**src/hdl/mft_pkg.sv**
```systemverilog
// Shared widths, register codes and record types of the multi-turn tracker.
package mft_pkg;

  localparam int ID_W    = 11;
  localparam int ANGLE_W = 13;
  localparam int TURN_W  = 16;
  localparam int DATA_W  = 16;
  localparam int TEMP_W  = 8;
  localparam int IDX_W   = 4;
  localparam int TOTAL_W = 30;

  // APB register map: one 32-bit register, index in paddr[ADDR_W-1:2]
  localparam int APB_DATA_W = 32;
  localparam int APB_ADDR_W = 3;
  localparam logic [APB_ADDR_W-3:0] REG_BASE_FRAME_ID = '0;
  localparam logic [ID_W-1:0] BASE_FRAME_ID_RESET = 11'd513;

  // Half a revolution in encoder counts
  localparam logic signed [ANGLE_W:0] HALF_TURN     = 14'sd4096;
  localparam logic signed [ANGLE_W:0] NEG_HALF_TURN = -14'sd4096;

  // One motor record as stored in the record memory
  typedef struct packed {
    logic [ANGLE_W-1:0] prev_angle;
    logic [TURN_W-1:0]  turns;
    logic [ANGLE_W-1:0] origin_angle;
    logic [DATA_W-1:0]  prev_speed;
  } rec_t;

  localparam int REC_W = $bits(rec_t);

  // Angle results handed from the update logic to the output stage
  typedef struct packed {
    logic [TOTAL_W-1:0] total_angle;
    logic [TURN_W-1:0]  turn_count;
  } upd_t;

endpackage

```
**src/hdl/mft_intf.sv**
```systemverilog
// Valid/ready channel interfaces for feedback frames and tracker results.
interface mft_feedback_if;
  logic                                valid;
  logic                                ready;
  logic                                bus;
  logic [mft_pkg::ID_W-1:0]            frame_id;
  logic [mft_pkg::ANGLE_W-1:0]         rx_angle;
  logic signed [mft_pkg::DATA_W-1:0]   rx_speed;
  logic signed [mft_pkg::DATA_W-1:0]   rx_current;
  logic [mft_pkg::TEMP_W-1:0]          rx_temp;

  modport source (output valid, bus, frame_id, rx_angle, rx_speed, rx_current, rx_temp,
                  input ready);
  modport sink (input valid, bus, frame_id, rx_angle, rx_speed, rx_current, rx_temp,
                output ready);
endinterface

interface mft_result_if;
  logic                                valid;
  logic                                ready;
  logic                                matched;
  logic [mft_pkg::IDX_W-1:0]           motor_index;
  logic signed [mft_pkg::TOTAL_W-1:0]  total_angle;
  logic signed [mft_pkg::TURN_W-1:0]   turn_count;
  logic signed [mft_pkg::DATA_W-1:0]   speed_now;
  logic signed [mft_pkg::DATA_W-1:0]   speed_before;
  logic signed [mft_pkg::DATA_W-1:0]   current_now;
  logic [mft_pkg::TEMP_W-1:0]          temperature;
  logic                                was_first;

  modport source (output valid, matched, motor_index, total_angle, turn_count, speed_now,
                  speed_before, current_now, temperature, was_first,
                  input ready);
  modport sink (input valid, matched, motor_index, total_angle, turn_count, speed_now,
                speed_before, current_now, temperature, was_first,
                output ready);
endinterface

```
**src/hdl/mft_ram.sv**
```systemverilog
// Generic single-write, single-read RAM with registered read-first output.
module mft_ram #(
  parameter int WIDTH = 8,
  parameter int DEPTH = 16,
  localparam int AW = (DEPTH > 1) ? $clog2(DEPTH) : 1
) (
  input  logic             clk,
  input  logic             we,
  input  logic [AW-1:0]    waddr,
  input  logic [WIDTH-1:0] wdata,
  input  logic             re,
  input  logic [AW-1:0]    raddr,
  output logic [WIDTH-1:0] rdata
);

  logic [WIDTH-1:0] mem [DEPTH];

  always_ff @(posedge clk) begin
    if (we) begin
      mem[waddr] <= wdata;
    end
    if (re) begin
      rdata <= mem[raddr];
    end
  end

endmodule

```
**src/hdl/mft_cfg.sv**
```systemverilog
// APB register block holding the base frame identifier.
module mft_cfg (
  input  logic                            clk,
  input  logic                            rst,
  input  logic                            psel,
  input  logic                            penable,
  input  logic                            pwrite,
  input  logic [mft_pkg::APB_ADDR_W-1:0]  paddr,
  input  logic [mft_pkg::APB_DATA_W-1:0]  pwdata,
  output logic [mft_pkg::APB_DATA_W-1:0]  prdata,
  output logic                            pready,
  output logic [mft_pkg::ID_W-1:0]        base_frame_id
);

  logic sel_base;

  assign sel_base = (paddr[mft_pkg::APB_ADDR_W-1:2] == mft_pkg::REG_BASE_FRAME_ID);
  assign pready   = 1'b1;

  always_ff @(posedge clk) begin
    if (rst) begin
      base_frame_id <= mft_pkg::BASE_FRAME_ID_RESET;
    end else if (psel && penable && pwrite && pready && sel_base) begin
      base_frame_id <= pwdata[mft_pkg::ID_W-1:0];
    end
  end

  always_comb begin
    prdata = '0;
    if (sel_base) begin
      prdata = {{(mft_pkg::APB_DATA_W - mft_pkg::ID_W){1'b0}}, base_frame_id};
    end
  end

endmodule

```
**src/hdl/mft_update.sv**
```systemverilog
// Turn counting and multi-turn angle for one motor record.
module mft_update (
  input  logic                          first,
  input  mft_pkg::rec_t                 rec,
  input  logic [mft_pkg::ANGLE_W-1:0]   angle,
  input  logic [mft_pkg::DATA_W-1:0]    speed,
  output mft_pkg::rec_t                 rec_next,
  output mft_pkg::upd_t                 upd
);

  logic signed [mft_pkg::ANGLE_W:0]   delta;
  logic                               step_up;
  logic                               step_down;
  logic [mft_pkg::TURN_W-1:0]         turns_next;
  logic [mft_pkg::TOTAL_W-1:0]        total;

  // Wrap detection: a jump of half a revolution or more crosses zero
  assign delta     = $signed({1'b0, angle}) - $signed({1'b0, rec.prev_angle});
  assign step_up   = (delta <= mft_pkg::NEG_HALF_TURN);
  assign step_down = (delta >= mft_pkg::HALF_TURN);

  always_comb begin
    priority if (first) begin
      turns_next = '0;
    end else if (step_up) begin
      turns_next = rec.turns + 1'b1;
    end else if (step_down) begin
      turns_next = rec.turns - 1'b1;
    end else begin
      turns_next = rec.turns;
    end
  end

  // turns * 8192 sign-extended, plus raw angle minus origin, modulo 2^30
  assign total = {turns_next[mft_pkg::TURN_W-1], turns_next, {mft_pkg::ANGLE_W{1'b0}}}
               + {{(mft_pkg::TOTAL_W - mft_pkg::ANGLE_W){1'b0}}, angle}
               - {{(mft_pkg::TOTAL_W - mft_pkg::ANGLE_W){1'b0}}, rec.origin_angle};

  always_comb begin
    rec_next.prev_angle   = angle;
    rec_next.turns        = turns_next;
    rec_next.origin_angle = first ? angle : rec.origin_angle;
    rec_next.prev_speed   = speed;
    upd.turn_count        = turns_next;
    upd.total_angle       = first ? '0 : total;
  end

endmodule

```
**src/hdl/motor_feedback_multiturn_tracker_unit.sv**
```systemverilog
// Top level of the multi-turn motor feedback tracker.
// Tracks multi-turn position for up to BUS_COUNT * MOTORS_PER_BUS motors from
// their feedback frames. A frame whose identifier lies in the window of
// MOTORS_PER_BUS identifiers starting at base_frame_id (APB register 0, reset
// 513; the window is cut short at identifier 2047) picks record
// bus * MOTORS_PER_BUS + offset; any other frame, or one on a bus at or beyond
// BUS_COUNT, yields a word with every field zero and leaves all records alone.
// A motor's first frame after reset latches its raw angle as origin and reports
// angle 0 with was_first set; later frames count a turn whenever the raw angle
// jumps by half a revolution or more, and report turns * 8192 + angle - origin.
// The turn count wraps at 16 bits. Throughput is one word per clock unless the result
// side stalls; a frame passes the stage 1 register, then the result register. The
// records live in one RAM with a registered read, read as the frame is taken and
// written back as it leaves stage 1; a bypass register of the last write covers a
// frame for the same motor that follows directly. Per-record valid flops, cleared
// by reset, stand in for the first-frame flags, so no clearing pass runs after reset.
module motor_feedback_multiturn_tracker_unit #(
  parameter int MOTORS_PER_BUS = 8,
  parameter int BUS_COUNT      = 2
) (
  input  logic                            clk,
  input  logic                            rst,
  mft_feedback_if.sink                    feedback,
  mft_result_if.source                    result,
  input  logic                            psel,
  input  logic                            penable,
  input  logic                            pwrite,
  input  logic [mft_pkg::APB_ADDR_W-1:0]  paddr,
  input  logic [mft_pkg::APB_DATA_W-1:0]  pwdata,
  output logic [mft_pkg::APB_DATA_W-1:0]  prdata,
  output logic                            pready
);

  localparam int RECORDS = MOTORS_PER_BUS * BUS_COUNT;
  localparam int AW      = (RECORDS > 1) ? $clog2(RECORDS) : 1;

  // ---------------------------------------------------------------- config
  logic [mft_pkg::ID_W-1:0] base_frame_id;

  mft_cfg u_cfg (
    .clk           (clk),
    .rst           (rst),
    .psel          (psel),
    .penable       (penable),
    .pwrite        (pwrite),
    .paddr         (paddr),
    .pwdata        (pwdata),
    .prdata        (prdata),
    .pready        (pready),
    .base_frame_id (base_frame_id)
  );

  // ---------------------------------------------------------------- decode
  logic [mft_pkg::ID_W:0]     id_diff;
  logic                       in_match;
  logic [mft_pkg::IDX_W-1:0]  in_idx;
  logic                       in_accept;

  // Window test: id at or above base, less than MOTORS_PER_BUS past it, bus < BUS_COUNT
  assign id_diff  = {1'b0, feedback.frame_id} - {1'b0, base_frame_id};
  assign in_match = !id_diff[mft_pkg::ID_W]
                 && (id_diff[mft_pkg::ID_W-1:0] < mft_pkg::ID_W'(MOTORS_PER_BUS))
                 && ({1'b0, feedback.bus} < 2'(BUS_COUNT));
  assign in_idx   = (feedback.bus ? mft_pkg::IDX_W'(MOTORS_PER_BUS) : '0)
                  + {1'b0, id_diff[2:0]};

  // ---------------------------------------------------------------- stage 1
  logic                        s1_valid;
  logic                        s1_match;
  logic [mft_pkg::IDX_W-1:0]   s1_idx;
  logic [mft_pkg::ANGLE_W-1:0] s1_angle;
  logic [mft_pkg::DATA_W-1:0]  s1_speed;
  logic [mft_pkg::DATA_W-1:0]  s1_current;
  logic [mft_pkg::TEMP_W-1:0]  s1_temp;
  logic [AW-1:0]               s1_addr;
  logic                        out_free;
  logic                        s1_advance;

  assign out_free       = !result.valid || result.ready;
  assign s1_advance     = s1_valid && out_free;
  assign feedback.ready = !s1_valid || out_free;
  assign in_accept      = feedback.valid && feedback.ready;
  assign s1_addr        = s1_idx[AW-1:0];

  always_ff @(posedge clk) begin
    if (rst) begin
      s1_valid <= 1'b0;
    end else if (feedback.ready) begin
      s1_valid <= feedback.valid;
    end
  end

  // Payload of stage 1; unmatched words carry zero index
  always_ff @(posedge clk) begin
    if (in_accept) begin
      s1_match   <= in_match;
      s1_idx     <= in_match ? in_idx : '0;
      s1_angle   <= feedback.rx_angle;
      s1_speed   <= feedback.rx_speed;
      s1_current <= feedback.rx_current;
      s1_temp    <= feedback.rx_temp;
    end
  end

  // ---------------------------------------------------------------- records
  logic                  ram_we;
  logic [mft_pkg::REC_W-1:0] ram_rdata;
  mft_pkg::rec_t         rec_cur;
  mft_pkg::rec_t         rec_next;
  mft_pkg::upd_t         upd;
  logic [RECORDS-1:0]    rec_valid;
  logic                  byp_valid;
  logic [AW-1:0]         byp_addr;
  mft_pkg::rec_t         byp_rec;
  logic                  first;

  assign ram_we = s1_advance && s1_match;

  mft_ram #(
    .WIDTH (mft_pkg::REC_W),
    .DEPTH (RECORDS)
  ) u_rec_ram (
    .clk   (clk),
    .we    (ram_we),
    .waddr (s1_addr),
    .wdata (rec_next),
    .re    (in_accept),
    .raddr (in_idx[AW-1:0]),
    .rdata (ram_rdata)
  );

  // Take the last write when it hit the same record: the RAM read beside it was stale
  assign rec_cur = (byp_valid && (byp_addr == s1_addr)) ? byp_rec : mft_pkg::rec_t'(ram_rdata);
  assign first   = !rec_valid[s1_addr];

  mft_update u_update (
    .first    (first),
    .rec      (rec_cur),
    .angle    (s1_angle),
    .speed    (s1_speed),
    .rec_next (rec_next),
    .upd      (upd)
  );

  always_ff @(posedge clk) begin
    if (rst) begin
      rec_valid <= '0;
      byp_valid <= 1'b0;
    end else if (ram_we) begin
      rec_valid[s1_addr] <= 1'b1;
      byp_valid          <= 1'b1;
    end
  end

  always_ff @(posedge clk) begin
    if (ram_we) begin
      byp_addr <= s1_addr;
      byp_rec  <= rec_next;
    end
  end

  // ---------------------------------------------------------------- output
  always_ff @(posedge clk) begin
    if (rst) begin
      result.valid <= 1'b0;
    end else if (out_free) begin
      result.valid <= s1_valid;
    end
  end

  // Load the result word as stage 1 moves on; unmatched frames give all zeros
  always_ff @(posedge clk) begin
    if (s1_advance) begin
      result.matched      <= s1_match;
      result.motor_index  <= s1_idx;
      result.total_angle  <= s1_match ? upd.total_angle : '0;
      result.turn_count   <= s1_match ? upd.turn_count : '0;
      result.speed_now    <= s1_match ? s1_speed : '0;
      result.speed_before <= (s1_match && !first) ? rec_cur.prev_speed : '0;
      result.current_now  <= s1_match ? s1_current : '0;
      result.temperature  <= s1_match ? s1_temp : '0;
      result.was_first    <= s1_match && first;
    end
  end

`ifndef SYNTHESIS
  // A record written back must read as seen on the next cycle
  a_rec_valid_set: assert property (@(posedge clk) disable iff (rst)
    ram_we |=> rec_valid[$past(s1_addr)])
    else $error("record valid flag not set after write-back");

  // A first frame reports zero angle and zero turns
  a_first_zero: assert property (@(posedge clk) disable iff (rst)
    (result.valid && result.was_first) |-> (result.total_angle == '0 && result.turn_count == '0))
    else $error("first frame reported nonzero angle or turns");

  // Unmatched words are all zero
  a_unmatched_zero: assert property (@(posedge clk) disable iff (rst)
    (result.valid && !result.matched) |-> (result.motor_index == '0 && !result.was_first
      && result.speed_now == '0 && result.temperature == '0))
    else $error("unmatched word carries data");

  // A full pipeline with a stalled output takes no new frame
  a_stall_blocks_input: assert property (@(posedge clk) disable iff (rst)
    (s1_valid && result.valid && !result.ready) |-> !feedback.ready)
    else $error("frame accepted while pipeline was full");
`endif

endmodule
```
**src/flat_wrapper.sv**
```systemverilog
// flat-port wrapper written by rule: the top's interface ports become plain ports
module motor_feedback_multiturn_tracker_unit_flat 
#(
  parameter int MOTORS_PER_BUS = 8,
  parameter int BUS_COUNT      = 2
)
  (clk, rst, psel, penable, pwrite, paddr, pwdata, prdata, pready, feedback_valid, feedback_bus, feedback_frame_id, feedback_rx_angle, feedback_rx_speed, feedback_rx_current, feedback_rx_temp, feedback_ready, result_valid, result_matched, result_motor_index, result_total_angle, result_turn_count, result_speed_now, result_speed_before, result_current_now, result_temperature, result_was_first, result_ready);
  mft_feedback_if feedback_i ();
  mft_result_if result_i ();
  input  logic clk;
  input  logic rst;
  input  logic psel;
  input  logic penable;
  input  logic pwrite;
  input  logic [mft_pkg::APB_ADDR_W-1:0] paddr;
  input  logic [mft_pkg::APB_DATA_W-1:0] pwdata;
  output logic [mft_pkg::APB_DATA_W-1:0] prdata;
  output logic pready;
  input wire logic [$bits(feedback_i.valid)-1:0] feedback_valid;
  input wire logic [$bits(feedback_i.bus)-1:0] feedback_bus;
  input wire logic [$bits(feedback_i.frame_id)-1:0] feedback_frame_id;
  input wire logic [$bits(feedback_i.rx_angle)-1:0] feedback_rx_angle;
  input wire logic [$bits(feedback_i.rx_speed)-1:0] feedback_rx_speed;
  input wire logic [$bits(feedback_i.rx_current)-1:0] feedback_rx_current;
  input wire logic [$bits(feedback_i.rx_temp)-1:0] feedback_rx_temp;
  output wire logic [$bits(feedback_i.ready)-1:0] feedback_ready;
  output wire logic [$bits(result_i.valid)-1:0] result_valid;
  output wire logic [$bits(result_i.matched)-1:0] result_matched;
  output wire logic [$bits(result_i.motor_index)-1:0] result_motor_index;
  output wire logic [$bits(result_i.total_angle)-1:0] result_total_angle;
  output wire logic [$bits(result_i.turn_count)-1:0] result_turn_count;
  output wire logic [$bits(result_i.speed_now)-1:0] result_speed_now;
  output wire logic [$bits(result_i.speed_before)-1:0] result_speed_before;
  output wire logic [$bits(result_i.current_now)-1:0] result_current_now;
  output wire logic [$bits(result_i.temperature)-1:0] result_temperature;
  output wire logic [$bits(result_i.was_first)-1:0] result_was_first;
  input wire logic [$bits(result_i.ready)-1:0] result_ready;
  assign feedback_i.valid = feedback_valid;
  assign feedback_i.bus = feedback_bus;
  assign feedback_i.frame_id = feedback_frame_id;
  assign feedback_i.rx_angle = feedback_rx_angle;
  assign feedback_i.rx_speed = feedback_rx_speed;
  assign feedback_i.rx_current = feedback_rx_current;
  assign feedback_i.rx_temp = feedback_rx_temp;
  assign feedback_ready = feedback_i.ready;
  assign result_valid = result_i.valid;
  assign result_matched = result_i.matched;
  assign result_motor_index = result_i.motor_index;
  assign result_total_angle = result_i.total_angle;
  assign result_turn_count = result_i.turn_count;
  assign result_speed_now = result_i.speed_now;
  assign result_speed_before = result_i.speed_before;
  assign result_current_now = result_i.current_now;
  assign result_temperature = result_i.temperature;
  assign result_was_first = result_i.was_first;
  assign result_i.ready = result_ready;
  motor_feedback_multiturn_tracker_unit #(.MOTORS_PER_BUS(MOTORS_PER_BUS), .BUS_COUNT(BUS_COUNT)) u_core (.clk(clk), .rst(rst), .feedback(feedback_i), .result(result_i), .psel(psel), .penable(penable), .pwrite(pwrite), .paddr(paddr), .pwdata(pwdata), .prdata(prdata), .pready(pready));
endmodule
```
**config.mk**
```make
export PLATFORM = sky130hd
export DESIGN_NAME = motor_feedback_multiturn_tracker_unit_flat
export DESIGN_NICKNAME = d
export VERILOG_FILES = /design/src/hdl/mft_pkg.sv /design/src/hdl/mft_intf.sv /design/src/hdl/mft_ram.sv /design/src/hdl/mft_cfg.sv /design/src/hdl/mft_update.sv /design/src/hdl/motor_feedback_multiturn_tracker_unit.sv /design/src/flat_wrapper.sv
export SDC_FILE = /design/constraint.sdc
export NUM_CORES = 1
export LEC_CHECK = 0
export ABC_AREA = 1
export BUFFER_PORTS_ARGS = -buffer_cell sky130_fd_sc_hd__buf_2
export CORE_MARGIN = 2
export CORE_UTILIZATION = 40
export CTS_CLUSTER_SIZE = 12
export DETAILED_ROUTE_END_ITERATION = 6
export GPL_TIMING_DRIVEN = 0
export PLACE_DENSITY = 0.55
export SLEW_MARGIN = 0
export SYNTH_ARGS = -nofsm -noshare
export SYNTH_HDL_FRONTEND = slang
export SYNTH_HIERARCHICAL = 1
export SYNTH_SLANG_ARGS = --single-unit
```
**constraint.sdc**
```tcl
create_clock -name clk -period 12 [get_ports clk]
set_input_delay 1.2 -clock clk [delete_from_list [all_inputs] [get_ports clk]]
set_output_delay 1.2 -clock clk [all_outputs]
set_load 0.02 [all_outputs]
```
==> flow_summary_export.csv <==
group,metric,value,unit
detailed_routing,ant_nets,0,
sta,rsz0062_at_grt,"no",
grt,grt_antenna_before_repair,6,
detailed_routing,route.detailed.drc,0,
final_layout,stdcell_count,7911,
placement,post-place-ws,5.685,ns
worst_setup_path,critical_path_class,"flip-flop to flip-flop",
worst_setup_path,slowest_stage,"nor2_2",
sta,worstMarginPinSlew,1.447,ns
clock_tree,cts_tree,"built",
grt,overflow,0,
clock_tree,root_buffer,"clkbuf_16",
grt,grt_start_max_net_pins,77,
worst_setup_path,reg2reg_from,"u_core/s1_addr[1]",
pwr,p_int,7.526,mW
detailed_routing,dr.first_iter.drc_count,3354,
worst_setup_path,timing.rr.end,"u_core/result.total_angle[28]",
floorplanning,rows,137,
worst_setup_path,reg2reg_slack,5.70,ns
clock_tree,post_cts_buffers,0,
clock_tree,cts.sinks,1244,
floorplanning,dieArea,143100,um2
placement,dp_hpwl,110300,um
worst_setup_path,worst_setup_path_start_kind,"flip-flop",
worst_setup_path,reg2reg_depth,28,
sta,fmax,158.6,MHz
sta,setup_ws,5.695,ns
sta,setup_viol,0,
grt,grt_first_pass_wirelength,238300,um
floorplanning,die_x,378.3,um
floorplanning,start_util,40.21,%
synthesis,avgSynthCellArea,10.16,um2
detailed_routing,dr.pass1.iters,5,
status,status,"finished clean",
final_layout,finalInstanceArea,64860,um2
pwr,clkPwrFrac,39.8,%
worst_hold_path,min_from,"u_core/s1_match",
synthesis,syn_area,56030,um2
sta,min_period_over_period,52.54,%
pwr,seqPwrFrac,47.6,%
placement,io_buffers,204,
pwr,pwr_density_cell,157.5,nW/um2
floorplanning,die_h,378.3,um
worst_setup_path,crit_arrival,6.82,ns
pwr,power_frac_comb,12.6,%
sta,slew_headroom,3.553,%
pwr,power_switching,2.687,mW
worst_setup_path,cp_slowest_stage_delay,0.77,ns
detailed_routing,avgViaCountPerCell,4.883,
clock_tree,cts.clk_slew.worst_paths,0.05,ns
sta,finalHoldViolCount,0,
placement,post_dp_cell_area,60560,um2
sta,fin_tns_setup,0,ns
final_layout,final_nets,6073,
clock_tree,clock_path_buffers,3,
grt,grt_pass1_vias,36550,
worst_setup_path,cp_data_required_time,12.52,ns
synthesis,syn-instance-count,5513,
placement,dp_cells,7657,
clock_tree,clk_latency,0.76,ns
clock_tree,htreeDepth,4,
final_layout,areaGrowthSynthToFinish,15.75,%
worst_setup_path,cpMostUsedCell,"nand2_1",
synthesis,ys_warn_count,6,
detailed_routing,vias,38630,
sta,drv_slew,0,
pwr,irDropWorstVdd,0.09814,mV
clock_tree,postCtsResizedCells,0,
floorplanning,ios,250,
worst_hold_path,hold_path_depth,0,
worst_setup_path,critPathMaxFanout,20,
pwr,p_leak,28.63,nW
worst_setup_path,cp_top_family,"simple AND/OR/NAND/NOR gates",
worst_setup_path,cp-end-kind,"flip-flop",
worst_setup_path,worst-path-buf-inv,7,
sta,post-route-min-period,6.305,ns
clock_tree,cts_hold_buf,0,
detailed_routing,drt-wirelength-per-cell,20.78,um
worst_hold_path,hold-path-endpoint,"u_core/result.matched",
placement,place_congestion,0.8573,
pwr,switching_share,26.31,%
detailed_routing,finalWirelength,164400,um
grt,grtUsageTotal,22.85,%
final_layout,drive_gt1_share,12.76,%
floorplanning,core_area,139400,um2
clock_tree,cts_buffers,141,
flow_run,drv_cap,0,
sta,skew,0.02221,ns
worst_hold_path,hp-class,"flip-flop to flip-flop",
flip-flops by register name, indices dropped and copies added, names as in the netlist:
register                    count
u_core/result.temperature       8
u_core/s1_speed                16
u_core/u_rec_ram/mem          928
u_core/s1_current              16
u_core/s1_temp                  8
u_core/result.valid             1
u_core/result.speed_before     16
u_core/s1_match                 1
u_core/result.matched           1
u_core/result.current_now      16
u_core/result.speed_now        16
u_core/result.total_angle      30
u_core/s1_valid                 1
u_core/byp_addr                 4
u_core/u_rec_ram/rdata         58
u_core/s1_angle                13
u_core/u_cfg/base_frame_id     11
u_core/rec_valid               16
u_core/result.motor_index       4
u_core/result.was_first         1
u_core/byp_valid                1
u_core/byp_rec                 58
u_core/result.turn_count       16
u_core/s1_addr                  4
area by class of cell:
cell class,count,area (um2)
Antenna cell,2,5.005
Buffer,304,1956
Clock buffer,196,3829
Clock inverter,56,470.5
Fill cell,12920,74500
Inverter,1038,3914
Multi-Input combinational cell,2947,13370
Sequential cell,1244,37060
Tap cell,1876,2347
Timing Repair Buffer,248,1912
stage by stage:
stage	hold WS (ns)	util (%)	total power, mW
floorplan	0.4206	-	5.748
global placement	0.4263	42.68	6.217
detailed placement	0.4266	43.45	6.227
CTS	0.4408	46.54	10.30
global route	0.4540	46.54	10.58
finish	0.4382	46.54	10.21
cells in the final DEF (no fill, tap or decap), drive strengths merged, types with 29 or more instances in the layout:
cell / instances
a21oi: 44
buf: 518
clkbuf: 230
clkinv: 47
dfxtp: 30
edfxtp: 1214
ha: 39
inv: 1042
nand2: 1664
nand3: 805
nor2: 176
o21ai: 99
xor2: 29
routing by layer:
metal | up-vias | wire (um) | track usage (%)
li1 | 18520 | - | -
met1 | 18430 | 71090 | 31.02
met2 | 1407 | 76110 | 37.07
met3 | 269 | 11940 | 3.938
met4 | 4 | 5206 | 7.765
met5 | - | 27 | 0
power groups by stage:
stage	sequential, mW	combinational [mW]	clock, mW
floorplan	4.97	0.782	0
global placement	4.97	1.25	0
detailed placement	4.96	1.27	0
CTS	4.87	1.28	4.16
global route	4.87	1.39	4.32
finish	4.87	1.28	4.06
worst max-delay path by stage:
stage                      start                            end  slack (ns)  cells past startpoint
6_report       u_core/s1_addr[1]  u_core/result.total_angle[28]        5.70                     28
5_1_grt        u_core/s1_addr[3]  u_core/result.total_angle[28]        5.18                     30
4_1_cts        u_core/s1_addr[1]  u_core/result.total_angle[28]        5.68                     28
3_5_place_dp   u_core/s1_addr[1]  u_core/result.total_angle[28]        5.68                     28
3_3_place_gp        result_ready   u_core/u_rec_ram/mem[10][50]       -3.90                     10
2_1_floorplan       result_ready    u_core/u_rec_ram/mem[10][0]        2.62                      9
(Power assumes the default switching activity.)
